$ cat src/rtl/tsu_ram.sv
module tsu_ram #(
  parameter int unsigned WIDTH = 8,
  parameter int unsigned DEPTH = 16
) (
  input  logic                     clk_i,
  input  logic                     we_i,
  input  logic [$clog2(DEPTH)-1:0] waddr_i,
  input  logic [WIDTH-1:0]         wdata_i,
  input  logic                     re_i,
  input  logic [$clog2(DEPTH)-1:0] raddr_i,
  output logic [WIDTH-1:0]         rdata_o
);

  logic [WIDTH-1:0] mem_q [DEPTH];
  logic [WIDTH-1:0] rdata_q;

  always_ff @(posedge clk_i) begin
    if (we_i) begin
      mem_q[waddr_i] <= wdata_i;
    end
    if (re_i) begin
      rdata_q <= mem_q[raddr_i];
    end
  end

  assign rdata_o = rdata_q;

endmodule

$ cat config.mk
export PLATFORM = sky130hd
export DESIGN_NAME = tsu_ram
export DESIGN_NICKNAME = d
export VERILOG_FILES = /design/src/rtl/tsu_ram.sv
export SDC_FILE = /design/constraint.sdc
export NUM_CORES = 1
export LEC_CHECK = 0
export BUFFER_PORTS_ARGS = -buffer_cell sky130_fd_sc_hd__buf_2
export CORE_AREA = 2 2 136 138
export DETAILED_ROUTE_END_ITERATION = 6
export DIE_AREA = 0 0 138 140
export PLACE_DENSITY = 0.4
export SYNTH_ARGS = -nofsm -noshare
export SYNTH_HDL_FRONTEND = slang
export SYNTH_SLANG_ARGS = --single-unit
$ cat constraint.sdc
create_clock -name clk_i -period 2.8 [get_ports clk_i]
set_input_delay 0.42 -clock clk_i [delete_from_list [all_inputs] [get_ports clk_i]]
set_output_delay 0.42 -clock clk_i [all_outputs]
set_load 0.03 [all_outputs]
==> run summary <==
The total count of hold-check failures in the final report is 0. The number of gates given a new drive strength after cts came out at 0. The maximum buffer depth of the clock tree is 2.

The row count came out at 49. Broken down by cell family, the worst path's largest delay share belongs to buffers and inverters. The placeable core region is 17,800 um2.

The width of the die came out at 138 um. The worst setup path is launched from a primary input. The sum of buffers and inverters on the critical path is 2. Setup repair after global routing left no endpoint under its margin. The largest individual stage delay along the critical path comes from the cell sky130_fd_sc_hd__mux4_2. The sequential cells in the finished layout cover a total of 4080 um2. The count of synthesis-stage warnings from yosys is 0. The HPWL after detailed placement is 7260 um. The most utilized layer in the global route result is met2. The power density over the cells is 733 nW/um2. CTS placed an instance of sky130_fd_sc_hd__clkbuf_16 at the clock tree root. The register area share after synthesis is 78.1%. In this run the cell area of the synthesized design comes to 5230 um2. The switching share of power is 20.2%. For met2 alone, demand over resource in global routing was 19.5%. The top cell types in the final layout, fill and taps aside, are sky130_fd_sc_hd__edfxtp_1, sky130_fd_sc_hd__buf_2, sky130_fd_sc_hd__buf_4. The wire length of the first global-routing pass is 17,100 um. The number of global-route vias before repair is 2,633.

The per-instance average area after synthesis is 22.8 um2. Leaving out fill and tap cells, the most frequent cell in the layout is sky130_fd_sc_hd__edfxtp_1. The power share of the sequential group came out at 50.2%.

The source of the worst hold timing path is re_i. The flow ran to the end, and the final reports show no timing, DRC or antenna violations. In the final layout, the multi-input gates occupy 1060 um2. The class of the worst hold path is primary input to register. The critical path goes through buf_2, buf_4, mux4_2, a22oi_1, nand2_1. The post-synthesis register bit count is 136. For this design the total switching power over the nets is 927 uW. At the worst endpoint, the required time is 2.95 ns. The multiplexer area fraction after synthesis is 14.8%. The via count is 2,458.

The CTS H-tree depth is 4. The final clock period utilization by the worst path is 61.8%. The number of buffers added for setup after CTS is 0.

The post-route antenna net violation count came out at 0. The number of DRC violations after detailed routing is 0. The total of max-cap violations came out at 0. The area after detailed placement came out at 5720 um2. Across the VDD grid, the largest voltage drop is 0.400 mV. For this design the static power due to leakage is 0.00209 uW.

The minimum clock period came out at 1.73 ns. The longest individual stage delay on the worst path is 0.38 ns. The clock insertion delay at the later pin of the skew report came out at 0.41 ns. The synthesized netlist net count is 248. The die covers 19,300 um2.

The simple-gate portion of the synthesized area came out at 3.14%. Combinational cells account for 5.1% of the total power. The number of iterations in the first detailed-routing pass came out at 5. The part of the total power dissipated in the clock network is 44.7%.

After synthesis, the largest family of logic cells by area is multiplexers. The xor/xnor share of the synthesized area came out at 0%. For this configuration, the core starts out at a cell density of 29.4%. The final count of pins violating max slew was 0. The TritonCTS clock tree is built. The post-synthesis to final-layout area growth came out at 19.8%. The terminus of the critical flop-to-flop path is rdata_o[7]. The clock skew after layout is 0.00571 ns.

The max-slew headroom at the worst pin is 50.9%. In the final layout, the share of cells above drive strength 1 is 30.3%. The sum of overflow across all layers after global routing is 0. The timing-limited maximum frequency came out at 577 MHz. The highest net fanout along the worst path came out at 14.

The aggregate global-route resource usage came out at 12.5%. For this block, the routed nets add up to 11,400 um of wire. The die outline height is 140 um. The congestion estimate from routability-driven global placement came to 0.693. The fraction of met3 tracks used by global routing is 3.76%. The internal power came out at 3670 uW. By startpoint and endpoint, the worst setup path is classified as primary input to register. The number of clock buffers added by TritonCTS is 17. The post-layout instance area is 6260 um2.

The number of filler cells placed in the layout is 1,675. STA classifies the critical path endpoint as a register. The number of antenna violations at the first check in global routing is 0. The port buffer count is 26. The number of nets in the final layout is 303.

The number of cells on the worst reg-to-reg path is 3. The total I/O pin count is 27. The synthesized netlist contains 18 unique library cells. The iteration-0 DRC count of the detailed router is 270. The clock-pin slew on the worst setup and hold paths came out at 0.06 ns. The number of antenna cells inserted came out at 0. The data arrival at the endpoint of the critical path is 1.88 ns. The path with the worst hold slack has its endpoint at rdata_o[2].

At the pin with the least slew margin, the transition time is 0.733 ns. The slack of the worst reg-to-reg path came out at 1.27 ns. The number of cells on the worst hold path is 1.

The reg-to-reg critical path startpoint is mem_q[6][7]. The number of endpoints failing setup at the final stage is 0. After detailed routing, the number of vias per cell comes to 4.67. Global routing used 16.8% of the available met1 tracks.

Summing the areas of all compound-gate instances in the mapped netlist gives 2.30% of the synthesized area. The average wire length per cell after detail routing is 21.8 um. Buffers inserted to repair hold after CTS numbered 0. The number of instances in the synthesized netlist came out at 229. The adder-cell share of the synthesized area came out at 0%.

Entering global routing, the biggest net connects 33 pins. Summed over all failing endpoints, the final setup total negative slack is 0 ns. The number of clock sinks seen by CTS is 136.
[logic make-up after synthesis]
family,count (synthesis)
flip-flops,136
AND/OR/NAND/NOR,35
multiplexers,32
AO/OA/AOI/OAI,16
buffers and inverters,10
[final cells by class]
type	instances	share of cell area, %
clock buffers	19	6.91
clock inverters	13	1.78
multi-input cells	83	16.9
flip-flops and latches	136	65.2
well taps	229	4.57
repair buffers	46	4.67
[sequential cells by signal (all words and copies together) (netlist names)]
name	cells
rdata_o	8
mem_q	128
[stage by stage]
step,power [uW],cells,setup WS [ns],util (%),hold WS (ns)
final,4590,526,1.07,35.2,0.391
after global routing,4760,526,1.03,35.2,0.386
after CTS,4650,526,1.06,35.2,0.384
after detailed placement,2590,494,0.615,32.2,0.744
after global placement,2590,494,0.626,32.2,0.738
after floorplan,2480,229,0.887,-,0.519
[power groups by stage]
stage	logic (uW)	clock network, uW	registers (uW)
2_1_floorplan	116	0	2370
3_3_place_gp	241	0	2350
3_5_place_dp	241	0	2350
4_1_cts	242	2100	2310
5_1_grt	255	2200	2310
6_report	235	2050	2310
[synthesized netlist by cell type]
cell | number | area [um2]
sky130_fd_sc_hd__and2b_1 | 1 | 7.51
sky130_fd_sc_hd__buf_6 | 3 | 33.8
sky130_fd_sc_hd__mux4_2 | 18 | 405
sky130_fd_sc_hd__nand2_1 | 9 | 33.8
sky130_fd_sc_hd__clkdlybuf4s25_2 | 3 | 30.0
sky130_fd_sc_hd__and2_1 | 1 | 6.26
sky130_fd_sc_hd__nor2_1 | 13 | 48.8
sky130_fd_sc_hd__buf_2 | 3 | 15.0
sky130_fd_sc_hd__nor2b_1 | 1 | 6.26
sky130_fd_sc_hd__nand2b_1 | 2 | 12.5
sky130_fd_sc_hd__mux4_1 | 14 | 368
sky130_fd_sc_hd__buf_4 | 1 | 7.51
sky130_fd_sc_hd__nor3_1 | 4 | 20.0
sky130_fd_sc_hd__edfxtp_1 | 136 | 4080
sky130_fd_sc_hd__a22oi_1 | 16 | 120
sky130_fd_sc_hd__nand3b_1 | 2 | 15.0
sky130_fd_sc_hd__nand3_1 | 1 | 5.00
sky130_fd_sc_hd__or3b_2 | 1 | 8.76
[worst max path at each step]
stage | start | to | cells after the start | slack, ns
global route | raddr_i[1] | rdata_o[7] | 5 | 1.03
CTS | raddr_i[1] | rdata_o[7] | 5 | 1.06
floorplan | waddr_i[2] | mem_q[0][0] | 2 | 0.89
detailed placement | raddr_i[1] | rdata_o[7] | 5 | 0.61
finish | raddr_i[1] | rdata_o[7] | 5 | 1.07
global placement | raddr_i[1] | rdata_o[7] | 5 | 0.63
[routing by layer]
metal  vias up  share of wire [%]
met5         -                  0
met4         0               0.89
met3         9                3.3
met2        55                 48
met1      1299                 47
li1       1095                  -
(Power assumes the default switching activity.)
